**config.mk**
```make
export PLATFORM = sky130hd
export DESIGN_NAME = lru_page_replacement_core
export DESIGN_NICKNAME = d
export VERILOG_FILES = /design/src/rtl/lrupr_pkg.sv /design/src/rtl/lru_page_replacement_core.sv
export SDC_FILE = /design/constraint.sdc
export NUM_CORES = 1
export LEC_CHECK = 0
export BUFFER_PORTS_ARGS = -buffer_cell sky130_fd_sc_hd__buf_2
export CELL_PAD_IN_SITES_DETAIL_PLACEMENT = 2
export CELL_PAD_IN_SITES_GLOBAL_PLACEMENT = 2
export CORE_UTILIZATION = 44
export CTS_CLUSTER_DIAMETER = 100
export DETAILED_ROUTE_END_ITERATION = 6
export PLACE_DENSITY = 0.87
export SLEW_MARGIN = 15
export SYNTH_ARGS = -nofsm -noshare
export SYNTH_HDL_FRONTEND = slang
export SYNTH_SLANG_ARGS = --single-unit
```
**constraint.sdc**
```tcl
create_clock -name clock -period 11.2 [get_ports clock]
set_input_delay 0.56 -clock clock [delete_from_list [all_inputs] [get_ports clock]]
set_output_delay 0.56 -clock clock [all_outputs]
set_load 0.01 [all_outputs]
```
**src/rtl/lrupr_pkg.sv**
```systemverilog
`default_nettype none

package lrupr_pkg;

   localparam int PAGE_PORT_BITS   = 16;
   localparam int FRAME_PORT_BITS  = 3;
   localparam int FAULT_BITS       = 16;
   localparam int CSR_BITS         = 4;

   typedef logic [PAGE_PORT_BITS-1:0]  page_port_type;
   typedef logic [FRAME_PORT_BITS-1:0] frame_port_type;
   typedef logic [FAULT_BITS-1:0]      fault_type;
   typedef logic [CSR_BITS-1:0]        csr_type;

   localparam fault_type FAULT_MAX       = '1;
   localparam csr_type   FRAMES_IN_USE_RESET = 4'd8;

endpackage

`default_nettype wire

```
**src/rtl/lru_page_replacement_core.sv**
```systemverilog
// LRU page replacement core. Each request transfer carries one page reference and produces
// exactly one response transfer with the hit flag, the frame now holding the page, the page
// evicted on a replacement (zero otherwise) and the saturating fault count. All frames are
// compared in parallel and the recency ranks are updated in the same cycle, so the core takes
// one reference per clock cycle; it stalls only while a finished response waits in the output
// register and is not taken. csr_write_data sets the number of frames, from frame 0 up, that
// take part in lookup and replacement (0 counts as 1, values above MAX_FRAMES saturate).
// Frames outside that range keep their pages and stay in the recency order. No clearing pass
// is needed after reset.
`default_nettype none

module lru_page_replacement_core #(
   parameter int MAX_FRAMES = 8,
   parameter int PAGE_BITS  = 16
) (
   input  wire                        clock,
   input  wire                        reset,
   input  wire                        req_valid,
   output logic                       req_ready,
   input  wire  [15:0]                req_page_number,
   output logic                       rsp_valid,
   input  wire                        rsp_ready,
   output logic                       rsp_hit,
   output logic [2:0]                 rsp_frame_index,
   output logic                       rsp_evicted_valid,
   output logic [15:0]                rsp_evicted_page,
   output logic [15:0]                rsp_fault_count,
   input  wire                        csr_write_enable,
   input  wire  [3:0]                 csr_write_data
);

   localparam int FW = $clog2(MAX_FRAMES);

   // Frame table.
   logic [PAGE_BITS-1:0] page_ff  [MAX_FRAMES];
   logic [PAGE_BITS-1:0] page_in  [MAX_FRAMES];
   logic [MAX_FRAMES-1:0] valid_ff, valid_in;
   logic [FW-1:0]        rank_ff  [MAX_FRAMES];
   logic [FW-1:0]        rank_in  [MAX_FRAMES];
   lrupr_pkg::fault_type faults_ff, faults_in;
   lrupr_pkg::csr_type   frames_ff, frames_in;

   // Response register.
   logic                           rsp_valid_ff, rsp_valid_in;
   logic                           rsp_hit_ff, rsp_hit_in;
   lrupr_pkg::frame_port_type      rsp_frame_ff, rsp_frame_in;
   logic                           rsp_evicted_valid_ff, rsp_evicted_valid_in;
   lrupr_pkg::page_port_type       rsp_evicted_page_ff, rsp_evicted_page_in;
   lrupr_pkg::fault_type           rsp_fault_ff, rsp_fault_in;

   logic                  req_xfer;
   logic [PAGE_BITS+15:0] ref_ext;
   logic [PAGE_BITS-1:0]  ref_page;
   logic [MAX_FRAMES-1:0] active, match, empty, victim, age;
   logic                  hit_any, empty_any, evict;
   logic [FW-1:0]         hit_idx, empty_idx, victim_idx, slot;
   logic [FW-1:0]         slot_rank;
   logic [FW+2:0]         slot_ext;
   logic [PAGE_BITS-1:0]  old_page;
   logic [PAGE_BITS+15:0] old_ext;

   assign req_ready = !rsp_valid_ff || rsp_ready;
   assign req_xfer  = req_valid && req_ready;

   assign ref_ext  = {{PAGE_BITS{1'b0}}, req_page_number};
   assign ref_page = ref_ext[PAGE_BITS-1:0];

   always_comb begin
      for (int i = 0; i < MAX_FRAMES; i++) begin
         active[i] = (i == 0) || (i < int'(frames_ff));
         match[i]  = active[i] && valid_ff[i] && (page_ff[i] == ref_page);
         empty[i]  = active[i] && !valid_ff[i];
      end
   end

   // The victim is the first active frame whose rank no other active frame exceeds.
   always_comb begin
      for (int i = 0; i < MAX_FRAMES; i++) begin
         victim[i] = active[i];
         for (int j = 0; j < MAX_FRAMES; j++) begin
            if (active[j] && (j < i) && (rank_ff[j] >= rank_ff[i])) begin
               victim[i] = 1'b0;
            end
            if (active[j] && (j > i) && (rank_ff[j] > rank_ff[i])) begin
               victim[i] = 1'b0;
            end
         end
      end
   end

   always_comb begin
      hit_idx    = '0;
      empty_idx  = '0;
      victim_idx = '0;
      for (int i = MAX_FRAMES - 1; i >= 0; i--) begin
         if (match[i]) begin
            hit_idx = FW'(i);
         end
         if (empty[i]) begin
            empty_idx = FW'(i);
         end
         if (victim[i]) begin
            victim_idx = FW'(i);
         end
      end
   end

   assign hit_any   = |match;
   assign empty_any = |empty;
   assign evict     = !hit_any && !empty_any;
   assign slot      = hit_any ? hit_idx : (empty_any ? empty_idx : victim_idx);
   assign slot_rank = rank_ff[slot];
   assign old_page  = page_ff[slot];
   assign old_ext   = {16'b0, old_page};
   assign slot_ext  = {3'b0, slot};

   // A fill ages every valid frame; a hit or a replacement ages only the more recent ones.
   always_comb begin
      for (int i = 0; i < MAX_FRAMES; i++) begin
         age[i] = valid_ff[i] && (FW'(i) != slot) && (empty_any && !hit_any
                  || rank_ff[i] < slot_rank);
      end
   end

   always_comb begin
      valid_in  = valid_ff;
      faults_in = faults_ff;
      frames_in = csr_write_enable ? csr_write_data : frames_ff;
      for (int i = 0; i < MAX_FRAMES; i++) begin
         page_in[i] = page_ff[i];
         rank_in[i] = rank_ff[i];
      end
      rsp_valid_in         = rsp_valid_ff && !rsp_ready;
      rsp_hit_in           = rsp_hit_ff;
      rsp_frame_in         = rsp_frame_ff;
      rsp_evicted_valid_in = rsp_evicted_valid_ff;
      rsp_evicted_page_in  = rsp_evicted_page_ff;
      rsp_fault_in         = rsp_fault_ff;
      if (req_xfer) begin
         for (int i = 0; i < MAX_FRAMES; i++) begin
            if (FW'(i) == slot) begin
               rank_in[i] = '0;
            end else if (age[i]) begin
               rank_in[i] = rank_ff[i] + 1'b1;
            end
         end
         valid_in[slot] = 1'b1;
         if (!hit_any) begin
            page_in[slot] = ref_page;
            if (faults_ff != lrupr_pkg::FAULT_MAX) begin
               faults_in = faults_ff + 1'b1;
            end
         end
         rsp_valid_in         = 1'b1;
         rsp_hit_in           = hit_any;
         rsp_frame_in         = slot_ext[2:0];
         rsp_evicted_valid_in = evict;
         rsp_evicted_page_in  = evict ? old_ext[15:0] : '0;
         rsp_fault_in         = faults_in;
      end
   end

   always_ff @(posedge clock) begin
      for (int i = 0; i < MAX_FRAMES; i++) begin
         page_ff[i] <= page_in[i];
      end
      rsp_hit_ff           <= rsp_hit_in;
      rsp_frame_ff         <= rsp_frame_in;
      rsp_evicted_valid_ff <= rsp_evicted_valid_in;
      rsp_evicted_page_ff  <= rsp_evicted_page_in;
      rsp_fault_ff         <= rsp_fault_in;
      if (reset) begin
         valid_ff     <= '0;
         faults_ff    <= '0;
         frames_ff    <= lrupr_pkg::FRAMES_IN_USE_RESET;
         rsp_valid_ff <= 1'b0;
         for (int i = 0; i < MAX_FRAMES; i++) begin
            rank_ff[i] <= '0;
         end
      end else begin
         valid_ff     <= valid_in;
         faults_ff    <= faults_in;
         frames_ff    <= frames_in;
         rsp_valid_ff <= rsp_valid_in;
         for (int i = 0; i < MAX_FRAMES; i++) begin
            rank_ff[i] <= rank_in[i];
         end
      end
   end

   assign rsp_valid         = rsp_valid_ff;
   assign rsp_hit           = rsp_hit_ff;
   assign rsp_frame_index   = rsp_frame_ff;
   assign rsp_evicted_valid = rsp_evicted_valid_ff;
   assign rsp_evicted_page  = rsp_evicted_page_ff;
   assign rsp_fault_count   = rsp_fault_ff;

endmodule

`default_nettype wire

```
# Word-level counts from Yosys, hierarchy flattened
# Memory sizes are Yosys's and may differ from the RTL's. A register that Yosys moved wholly into a read port is not among the register bits.
# Cells that the tools add are included.
# classes
add_sub_neg	9
n_lt_le_gt_ge	75
eq_ne	23
n_mux	120
bitwise_logic	10
n_reduce_logical	119
# ops
operator	n
128-bit 2-to-1 mux	2
3-bit 2-to-1 mux	50
128-bit bitwise mux	1
16-bit equality test	8
1-bit logical AND	93
3-bit >= comparator	28
3-bit > comparator	28
1-bit 2-to-1 mux	61
16-bit demux with 3-bit select	1
16-bit 2-to-1 mux	3
3-bit by 1-bit adder with 3-bit output, second input constant	8
3-bit < comparator	8
24-bit 2-to-1 mux	1
16-bit by 1-bit adder with 16-bit output, second input constant	1
3-bit by 4-bit < comparator with 1-bit output, first input constant	4
16-bit != test, second input constant	1
8-bit OR reduction	2
1-bit zero test	13
3-bit equality test, first input constant	4
3-bit != test, first input constant	4
1-bit logical OR	9
2-bit by 4-bit < comparator with 1-bit output, first input constant	2
1-bit bitwise OR	8
8-bit bitwise OR	1
13 further kinds	15
# totals
ff_bits	50
ram_bits	152
in_bits	25
out_inout_bits	39
word_cells	366
n_memories	2
# mem_list
memory	words	width	read_ports	rd_ports_with_merged_regs	write_ports	line	rtl
page_ff	8	16	9	1	8	lru_page_replacement_core.sv:35	logic [PAGE_BITS-1:0] page_ff [MAX_FRAMES];
rank_ff	8	3	9	0	8	lru_page_replacement_core.sv:38	logic [FW-1:0] rank_ff [MAX_FRAMES];

# Longest topological paths before layout
# Gate-level depths: netlist (run 1).
# An unclocked memory read counts as a cell.
# logic_depth
ltp_word	27
mapped_depth	23
depth_no_buf	21

# Least setup slack after synthesis (run 1)
# Ideal clock, no wire load.
# synth_timing
kind	input -> register
from	input port req_page_number[12]
to	memory page_ff[1][0] (enable)
setup_time_ps	430
arrival_time_ps	4556
t_required_ps	10770
path_slack_ps	6214
stages	13
n_path_buf	4
cell_sequence	buf_2 -> xor2_1 -> nor4_1 -> nand3_1 -> nor4_1 -> or2_2 -> or4_1 -> buf_2 -> o21ai_2 -> inv_1 -> clkbuf_1 -> clkbuf_1 -> nor4_1
# synth_lines
item	line	rtl
from (decl)	lru_page_replacement_core.sv:20	input wire [15:0] req_page_number,
to (decl)	lru_page_replacement_core.sv:35	

==> results of run 1 <==
[worst reg2reg max path, delay by kind of cell (launching register included)]
family	cells	cell delay, ps
DFF	1	910
and+or+nand+nor	7	2450
AOI/OAI and AO/OA	9	2420
adders and majority gates	1	400
buffers and inverters	1	640
[worst min path at each step]
stage	from	end	slack [ps]	depth (start not counted)
after global routing	csr_write_data[3]	frames_ff[3]$_SDFFE_PP1P_	290	3
final	csr_write_data[3]	frames_ff[3]$_SDFFE_PP1P_	270	3
after detailed placement	faults_ff[10]$_SDFFE_PP0P_	faults_ff[10]$_SDFFE_PP0P_	530	2
after CTS	csr_write_data[3]	frames_ff[3]$_SDFFE_PP1P_	270	3
after global placement	faults_ff[1]$_SDFFE_PP0P_	faults_ff[1]$_SDFFE_PP0P_	500	2
after floorplan	valid_ff[3]$_SDFFE_PP0P_	valid_ff[3]$_SDFFE_PP0P_	450	2
[per-layer routing]
metal	global-route usage, %	vias up	wire length (µm)	share of wire [%]
met3	3.54	177	1870	3.6
li1	-	5090	-	-
met5	0	-	0	0
met1	38.5	5921	20400	39
met4	19.0	0	3220	6.2
met2	60.1	374	26500	51
[layout make-up]
cell class	count	area, µm²
clock buffers	34	691
clock inverters	13	78.8
fillers	3144	15000
inverters	55	208
multi-input cells	1034	6970
flip-flops and latches	218	6020
well taps	390	488
repair buffers	80	443
[power by group]
part,total (µW),internal (µW),switching (µW)
sequential,917,893,24.1
combinational,257,78.4,179
clock,792,434,358
[stage by stage]
step | std cells | hold WS, ps
6_report | 1824 | 270
3_5_place_dp | 1777 | 529
3_3_place_gp | 1777 | 498
5_1_grt | 1824 | 293
4_1_cts | 1824 | 267
2_1_floorplan | 1375 | 455
[registers in the layout, summed over array words and instances, names as in the netlist, 3 cells and up]
| register | count |
|---|---|
| valid_ff | 8 |
| rsp_evicted_page | 16 |
| page_ff | 128 |
| rsp_frame_index | 3 |
| rank_ff | 24 |
| frames_ff | 4 |
| faults_ff | 16 |
| rsp_fault_count | 16 |
[cell usage after synthesis, drive strengths merged, types with 6 or more instances]
cell	instances
nand2	186
edfxtp	165
nand3	139
ha	101
xnor2	81
xor2	66
nor2	63
a21oi	59
dfxtp	53
inv	53
o21ai	42
buf	34
clkbuf	34
nor3	30
nand4	27
nor2b	23
nor4	21
a211oi	19
nand2b	17
a21o	11
a31oi	11
and3	11
mux2i	9
o211ai	9
a311oi	7
o22ai	7
or2	7
or3	7
o31ai	6
[cell families after synthesis]
kind of cell               count (synthesis)  synth area share (%)
muxes                                     13                  1.00
adders and majority gates                101                  9.37
AOI/OAI and AO/OA                        226                  11.9
xor gates and xnor gates                 147                  9.54
DFF                                      218                  44.6
and+or+nand+nor                          547                  19.6
buffers and inverters                    123                  4.04
==> metrics.yaml, run 1 <==
logic_synthesis:
  ys.flop_type: "edfxtp_1"
  synth_top_area_cell: "edfxtp_1"
  ys_ff_latch: 218
  synth_fp_nets: 1501
  seq_area_frac_synth_pct: 44.6
  synth_edf_count: 165
  async_reset_ff_share_pct: 0
  synthCells: 1375
  syn-cell-area_mm2: 0.0135
  avgSynthCellArea_um2: 9.81
  synthTopCellsByArea: "edfxtp_1 (37%), ha_1 (9.4%), dfxtp_1 (7.9%), xnor2_1 (5.3%), nand2_1 (5.2%)"
  ys.warnings.count: 0
  yosysUniqueCellTypes: 83
  yosysTopAreaCellShare_pct: 36.7
placement:
  place_ws_ps: 4540
  port_buffers: 63
  placed_area_mm2: 0.0141
  globalplace.congestion: 0.903
  dp.final_hpwl_um: 35800
sta:
  relSlewSlack_pct: 20.3
  clock.fmax_ghz: 0.144
  worstMarginPinSlew_ps: 1200
  fin_setup_tns_ps: 0
  grt_setup_unrepaired: "false"
  worst_slack_ps: 4240
  fin_skew_ps: 35.7
  finalCritPeriodShare_pct: 62.1
  hold_viol_final: 0
  period_minus_slack_ps: 6960
  setup_viol: 0
  drv_slew: 0
die:
  row_count: 63
  core_area_mm2: 0.0299
  dieArea_mm2: 0.0314
  dieWidth_um: 177
  ioPinCount: 64
  start_util_pct: 45.2
  die_h_um: 177
clock_network:
  ctsResizeCount: 0
  tritoncts: "done"
  clk_pin_slew_worst_paths_ps: 60
  ctsLongestPathBuffers: 3
  cts-root-buf: "clkbuf_16"
  post_cts_buffers: 0
  htree_levels: 1
  clk_latency_ps: 570
  postCtsHoldBufs: 0
  cts_buffers: 26
  clock_sinks: 218
critical_path:
  crit_start: "frames_ff[3]$_SDFFE_PP1P_"
  r2r_end: "rank_ff[4][2]$_SDFFE_PP0P_"
  path_depth: 18
  worst_setup_path_end_kind: "flop"
  max_stage_delay_ps: 910
  crit_chain: "a21oi_2, nor4_1, nand3_1, nor4_1, or2_2, or4_1, a21oi_4, nor2_4, clkinv_2, a211oi_1, a311oi_1, a31oi_1, ha_1, and3_1, a211oi_1, o21ai_1, a2bb2oi_1, o22ai_1"
  crit_type: "reg2reg"
  crit_arrival_ps: 7360
  crit_fanout: 43
  crit_end: "rank_ff[4][2]$_SDFFE_PP0P_"
  critical_path_required_ps: 11600
  cpMaxStageDelayCell: "dfxtp_1"
  worstSetupStartpointType: "flop"
  worstPathBufferInverterCount: 1
  reg2reg_slack_ps: 4240
  r2r_cells: 18
  r2r_start: "frames_ff[3]$_SDFFE_PP1P_"
  critPathTopFamily: "simple AND/OR/NAND/NOR gates"
global_routing:
  grt_start_max_net_pins: 53
  antenna_found_initial: 0
  grt_use_total_pct: 33.5
  overflow: 0
  grt_first_pass_wirelength_um: 78200
  grt_pass1_vias: 12633
detailed_routing:
  ant_nets: 0
  routed_via_density: 6.34
  drc_errors: 0
  vias: 11562
  drt-pass1-iter-count: 5
  wl_um: 52000
  dr.first_iter.drc_count: 627
  wire_per_inst_um: 28.5
cells_and_area:
  mostFrequentLayoutCells: "nand2_1 (186), edfxtp_1 (165), nand3_1 (139)"
  final_common_cell: "nand2_1"
  area_growth_syn_to_layout_pct: 10.4
  antennaDiodeCount: 0
  final_area_mm2: 0.0149
  final_nets: 1541
  drive_gt1_share_pct: 10.5
  post-route-util_pct: 49.9
power:
  powerDensity_mw_per_mm2: 132
  p_leak_uw: 0.00549
  ir_drop_mv: 0.142
  fin_total_pwr_uw: 1970
run:
  cap_violations: 0
outcome:
  outcome: "completed"
hold_path:
  hold_path_class: "in2reg"
Power figures use the tool's default switching activity.
==> run 2: changes to the inputs <==
--- a/config.mk
+++ b/config.mk
@@ -5,13 +5,14 @@
 export SDC_FILE = /design/constraint.sdc
 export NUM_CORES = 1
 export LEC_CHECK = 0
+export ABC_AREA = 1
 export BUFFER_PORTS_ARGS = -buffer_cell sky130_fd_sc_hd__buf_2
 export CELL_PAD_IN_SITES_DETAIL_PLACEMENT = 2
 export CELL_PAD_IN_SITES_GLOBAL_PLACEMENT = 2
-export CORE_UTILIZATION = 44
+export CORE_UTILIZATION = 34
 export CTS_CLUSTER_DIAMETER = 100
 export DETAILED_ROUTE_END_ITERATION = 6
-export PLACE_DENSITY = 0.87
+export PLACE_DENSITY = 0.78
 export SLEW_MARGIN = 15
 export SYNTH_ARGS = -nofsm -noshare
 export SYNTH_HDL_FRONTEND = slang
==> constraint.sdc (replaced) <==
create_clock -name clock -period 5.8 [get_ports clock]
set_input_delay 0.29 -clock clock [delete_from_list [all_inputs] [get_ports clock]]
set_output_delay 0.29 -clock clock [all_outputs]
set_load 0.01 [all_outputs]
==> metrics.yaml, run 2 <==
cells_and_area:
  largestRegisters: "page_ff (128), rank_ff (24)"
  area_growth_syn_to_layout_pct: 13.9
  drive_gt1_share_pct: 10.1
  final_area_mm2: 0.0168
  final_common_cell: "nand2_1"
  mostFrequentLayoutCells: "nand2_1 (543), inv_1 (220), nor2_1 (205)"
  final_nets: 2129
  n_fill_cell: 4882
  antennaDiodeCount: 0
  largest_register: "page_ff"
  largest_reg_flops: 128
critical_path:
  worst_setup_path_end_kind: "flop"
  crit_type: "reg2reg"
  worstSetupStartpointType: "flop"
  critical_path_required_ps: 6200
  crit_arrival_ps: 5520
  crit_fanout: 24
logic_synthesis:
  yosysTopAreaCellShare_pct: 33.6
  syn-cell-area_mm2: 0.0147
  synth_top_area_cell: "edfxtp_1"
  synth_edf_count: 165
  yosysMostFrequentCell: "nand2_1"
  yosysUniqueCellTypes: 52
  synthTopCellsByCount: "nand2_1 (543), inv_1 (220), nor2_1 (207), edfxtp_1 (165), nand3_1 (122)"
  ys_ff_latch: 218
  synthCells: 1921
  synthTopCellsByArea: "edfxtp_1 (34%), nand2_1 (14%), ha_1 (8.6%), dfxtp_1 (7.2%), inv_1 (5.6%)"
  synth_fp_nets: 2047
  async_reset_ff_share_pct: 0
  ys.warnings.count: 0
  seq_area_frac_synth_pct: 40.8
  avgSynthCellArea_um2: 7.68
  ys.flop_type: "edfxtp_1"
sta:
  relSlewSlack_pct: 38.3
  drv_slew: 0
  fin_skew_ps: 30.6
  fin_setup_tns_ps: 0
  clock.fmax_ghz: 0.195
  hold_viol_final: 0
  grt_setup_unrepaired: "false"
  finalCritPeriodShare_pct: 88.3
  period_minus_slack_ps: 5120
  worstMarginPinSlew_ps: 925
  setup_viol: 0
clock_network:
  ctsLongestPathBuffers: 3
  tritoncts: "done"
  cts-root-buf: "clkbuf_16"
  cts_buffers: 29
  clk_pin_slew_worst_paths_ps: 60
  clk_latency_ps: 590
  post_cts_buffers: 0
  clock_sinks: 218
  htree_levels: 1
global_routing:
  met3_usage_pct: 3.02
  antenna_found_initial: 0
  grt_use_total_pct: 28.6
  overflow: 0
  use_met1_pct: 39.2
  grt_pass1_vias: 15639
  grt_first_pass_wirelength_um: 95300
  met2_usage_pct: 47.4
  grt-busiest-layer: "met2"
  grt_start_max_net_pins: 48
power:
  ir_drop_mv: 0.276
  swShare_pct: 29.2
  power_frac_seq_pct: 41.5
  clock_power_share_pct: 43.9
  intPower_uw: 3010
  powerDensity_mw_per_mm2: 253
  p_sw_uw: 1240
  p_comb_share_pct: 14.5
  p_leak_uw: 0.00762
outcome:
  outcome: "completed"
placement:
  dp.final_hpwl_um: 48200
  globalplace.congestion: 0.922
  port_buffers: 63
  placed_area_mm2: 0.0158
detailed_routing:
  dr.first_iter.drc_count: 971
  ant_nets: 0
  routed_via_density: 5.54
  wl_um: 63100
  vias: 14429
  drc_errors: 0
  drt-pass1-iter-count: 5
  wire_per_inst_um: 24.3
die:
  core_area_mm2: 0.0423
  row_count: 75
  ioPinCount: 64
  dieWidth_um: 210
  die_h_um: 210
  start_util_pct: 34.8
  dieArea_mm2: 0.0442
run:
  cap_violations: 0
hold_path:
  hold_path_class: "in2reg"
==> run 2: power groups by stage <==
stage / Combinational (µW) / Clock, µW / Sequential [µW]
5_1_grt: 672 / 1940 / 1770
6_report: 617 / 1870 / 1770
2_1_floorplan: 363 / 0 / 1790
4_1_cts: 612 / 1900 / 1770
3_3_place_gp: 577 / 0 / 1800
3_5_place_dp: 603 / 0 / 1800
==> run 2: area by class of cell <==
| cell class | instances | area [µm²] | share of cell area, % |
|---|---|---|---|
| multi-input cells | 1414 | 7600 | 45.2 |
| flip-flops and latches | 218 | 6020 | 35.8 |
| inverters | 243 | 917 | 5.46 |
| clock buffers | 36 | 762 | 4.53 |
| well taps | 577 | 722 | 4.30 |
| repair buffers | 97 | 588 | 3.50 |
| clock inverters | 18 | 203 | 1.21 |
==> run 2: repair_timing <==
action,CTS,global route
gates resized for setup,0,0
endpoints found under the hold margin,5,0
hold buffers,7,0
==> run 2: layer usage <==
metal | part of all wire [%] | up-vias
met5 | 0 | -
met4 | 2.9 | 0
met3 | 5.3 | 103
met2 | 46 | 434
met1 | 45 | 7271
li1 | - | 6621
==> run 2: final timing paths <==
path / from / to / slack [ps] / depth (start not counted)
max: rank_ff[7][2]$_SDFFE_PP0P_ / rank_ff[7][2]$_SDFFE_PP0P_ / 680 / 26
min: csr_write_data[1] / frames_ff[1]$_SDFFE_PP0P_ / 20 / 3
max reg2reg: rank_ff[7][2]$_SDFFE_PP0P_ / rank_ff[7][2]$_SDFFE_PP0P_ / 680 / 26
min reg2reg: faults_ff[15]$_SDFFE_PP0P_ / faults_ff[15]$_SDFFE_PP0P_ / 560 / 2
==> run 2: cell families (layout without fill, tap and decap cells) <==
kind of cell | Yosys count | after routing | synth area share, %
and+or+nand+nor | 1003 | 1003 | 29.5
buffers and inverters | 289 | 394 | 7.75
AOI/OAI and AO/OA | 263 | 263 | 10.6
DFF | 218 | 218 | 40.8
adders and majority gates | 101 | 101 | 8.57
xor gates and xnor gates | 47 | 47 | 2.79
==> run 2: critical path, stage by stage (launching register included) <==
cell and delay (ps):
dfxtp_1 630, inv_1 260, ha_1 390, nand2_1 90, nor2_1 50, a211oi_1 300, nand2_1 100, nor2_1 120
nand2_1 120, nand2_1 120, nor2_1 100, inv_1 90, nor2_2 50, nor2_4 240, nand4_4 510, inv_2 210
a22oi_1 160, a41oi_1 220, buf_4 230, ha_1 250, a21boi_2 150, nand2_1 80, nand2_1 80, nand2_2 90
nand2_1 120, nand3_1 110, a21oi_1 90
==> run 2: stage by stage <==
step | power [µW] | worst slack, ps | std cells | hold WS [ps] | utilization (%)
2_1_floorplan | 2160 | 1820 | 1921 | 389 | -
3_3_place_gp | 2370 | 840 | 2542 | 492 | 37.3
3_5_place_dp | 2400 | 767 | 2542 | 510 | 37.3
4_1_cts | 4280 | 751 | 2603 | 3.09 | 39.7
5_1_grt | 4390 | 449 | 2603 | 31.5 | 39.7
6_report | 4250 | 681 | 2603 | 20.0 | 39.7
==> run 3: changes to the inputs <==
--- a/config.mk
+++ b/config.mk
@@ -13,6 +13,7 @@
 export CTS_CLUSTER_DIAMETER = 100
 export DETAILED_ROUTE_END_ITERATION = 6
 export PLACE_DENSITY = 0.78
+export RECOVER_POWER = 25
 export SLEW_MARGIN = 15
 export SYNTH_ARGS = -nofsm -noshare
 export SYNTH_HDL_FRONTEND = slang
==> metrics.yaml, run 3 (synthesis gave the netlist of run 2 again) <==
outcome:
  outcome: "completed"
global_routing:
  grt_first_pass_wirelength_um: 95300
  antenna_found_initial: 0
  met2_usage_pct: 47.4
  grt_pass1_vias: 15639
  grt_use_total_pct: 28.6
  grt_start_max_net_pins: 48
  met3_usage_pct: 3.02
  use_met1_pct: 39.2
  overflow: 0
  grt-busiest-layer: "met2"
sta:
  worstMarginPinSlew_ps: 1180
  finalCritPeriodShare_pct: 88.9
  grt_setup_unrepaired: "false"
  clock.fmax_ghz: 0.194
  fin_setup_tns_ps: 0
  setup_viol: 0
  fin_skew_ps: 29.2
  period_minus_slack_ps: 5160
  drv_slew: 0
  relSlewSlack_pct: 21.5
  hold_viol_final: 0
clock_network:
  htree_levels: 1
  clock_sinks: 218
  cts_buffers: 29
  clk_pin_slew_worst_paths_ps: 60
  tritoncts: "done"
  clk_latency_ps: 590
  cts-root-buf: "clkbuf_16"
  post_cts_buffers: 0
  ctsLongestPathBuffers: 3
  ctsResizeCount: 0
placement:
  placed_area_mm2: 0.0158
  dp.final_hpwl_um: 48200
  port_buffers: 63
  globalplace.congestion: 0.922
detailed_routing:
  ant_nets: 0
  wire_per_inst_um: 24.2
  wl_um: 63100
  drc_errors: 0
  routed_via_density: 5.52
  drt-pass1-iter-count: 7
  vias: 14366
  dr.first_iter.drc_count: 976
critical_path:
  crit_path_frequent_cell: "nand2_1"
  cpMaxStageDelayCell: "clkbuf_1"
  crit_type: "in2reg"
  crit_fanout: 20
  max_stage_delay_ps: 840
  crit_arrival_ps: 5640
  worstSetupStartpointType: "input port"
  worst_setup_path_end_kind: "flop"
  worstPathBufferInverterCount: 5
  critPathTopFamily: "simple AND/OR/NAND/NOR gates"
  critical_path_required_ps: 6280
die:
  ioPinCount: 64
  start_util_pct: 34.8
  core_area_mm2: 0.0423
  dieArea_mm2: 0.0442
  row_count: 75
  dieWidth_um: 210
  die_h_um: 210
cells_and_area:
  largest_register: "page_ff"
  largest_reg_flops: 128
  largestRegisters: "page_ff (128), rank_ff (24)"
  final_area_mm2: 0.0168
  area_growth_syn_to_layout_pct: 13.7
  final_nets: 2129
  multiInputGateArea_mm2: 0.00760
  regArea_mm2: 0.00602
  mostFrequentLayoutCells: "nand2_1 (543), inv_1 (220), nor2_1 (205)"
  drive_gt1_share_pct: 9.23
  n_fill_cell: 4893
  antennaDiodeCount: 0
  final_common_cell: "nand2_1"
run:
  cap_violations: 0
power:
  powerDensity_mw_per_mm2: 253
  p_leak_uw: 0.00757
  ir_drop_mv: 0.275
hold_path:
  hold_path_class: "in2reg"
## run 3: layout make-up
class,instances,share of cell area (%)
clock buffer,36,4.54
tap,577,4.30
clock inverter,18,1.21
sequential,218,35.9
timing repair buffer,97,3.33
inverter,243,5.47
multi-input combinational,1414,45.3
## run 3: worst paths after layout
path / from / end / slack, ps / cells after the start
setup / recovery: req_page_number[1] / rank_ff[7][2]$_SDFFE_PP0P_ / 640 / 27
hold / removal: csr_write_data[1] / frames_ff[1]$_SDFFE_PP0P_ / 20 / 3
setup reg to reg: rank_ff[7][2]$_SDFFE_PP0P_ / rank_ff[7][2]$_SDFFE_PP0P_ / 670 / 26
hold reg to reg: faults_ff[15]$_SDFFE_PP0P_ / faults_ff[15]$_SDFFE_PP0P_ / 560 / 2
## run 3: stage by stage
stage	util [%]	setup slack (ps)	power [µW]	hold slack (ps)	instances
floorplan	-	1820	2160	389	1921
global placement	37.3	840	2370	492	2542
detailed placement	37.3	767	2400	510	2542
CTS	39.7	751	4280	3.09	2603
global route	39.6	373	4390	31.5	2603
finish	39.6	641	4250	19.3	2603
## run 3: worst register-to-register path: cells and delay by family, from the launching register on
family	cells	cell delay [ps]
AOI/OAI and AO/OA	5	920
DFF	1	630
buffers and inverters	4	810
adders and majority gates	2	640
and+or+nand+nor	15	1980
## run 3: what timing repair did
item	CTS	global route
hold buffers	7	0
endpoints found under the hold margin	5	0
setup endpoints to repair	0	0
## run 3: power breakdown
group          internal (µW)  switching, µW  total, µW
sequential              1730           36.4       1770
clock                   1110            761       1870
combinational            173            442        615
## run 3: layer usage
metal | routed length, µm | part of all wire (%) | up-vias
met5 | 0 | 0 | -
met4 | 1820 | 2.9 | 0
met3 | 3220 | 5.1 | 100
met2 | 29400 | 47 | 406
met1 | 28700 | 45 | 7235
li1 | - | - | 6625
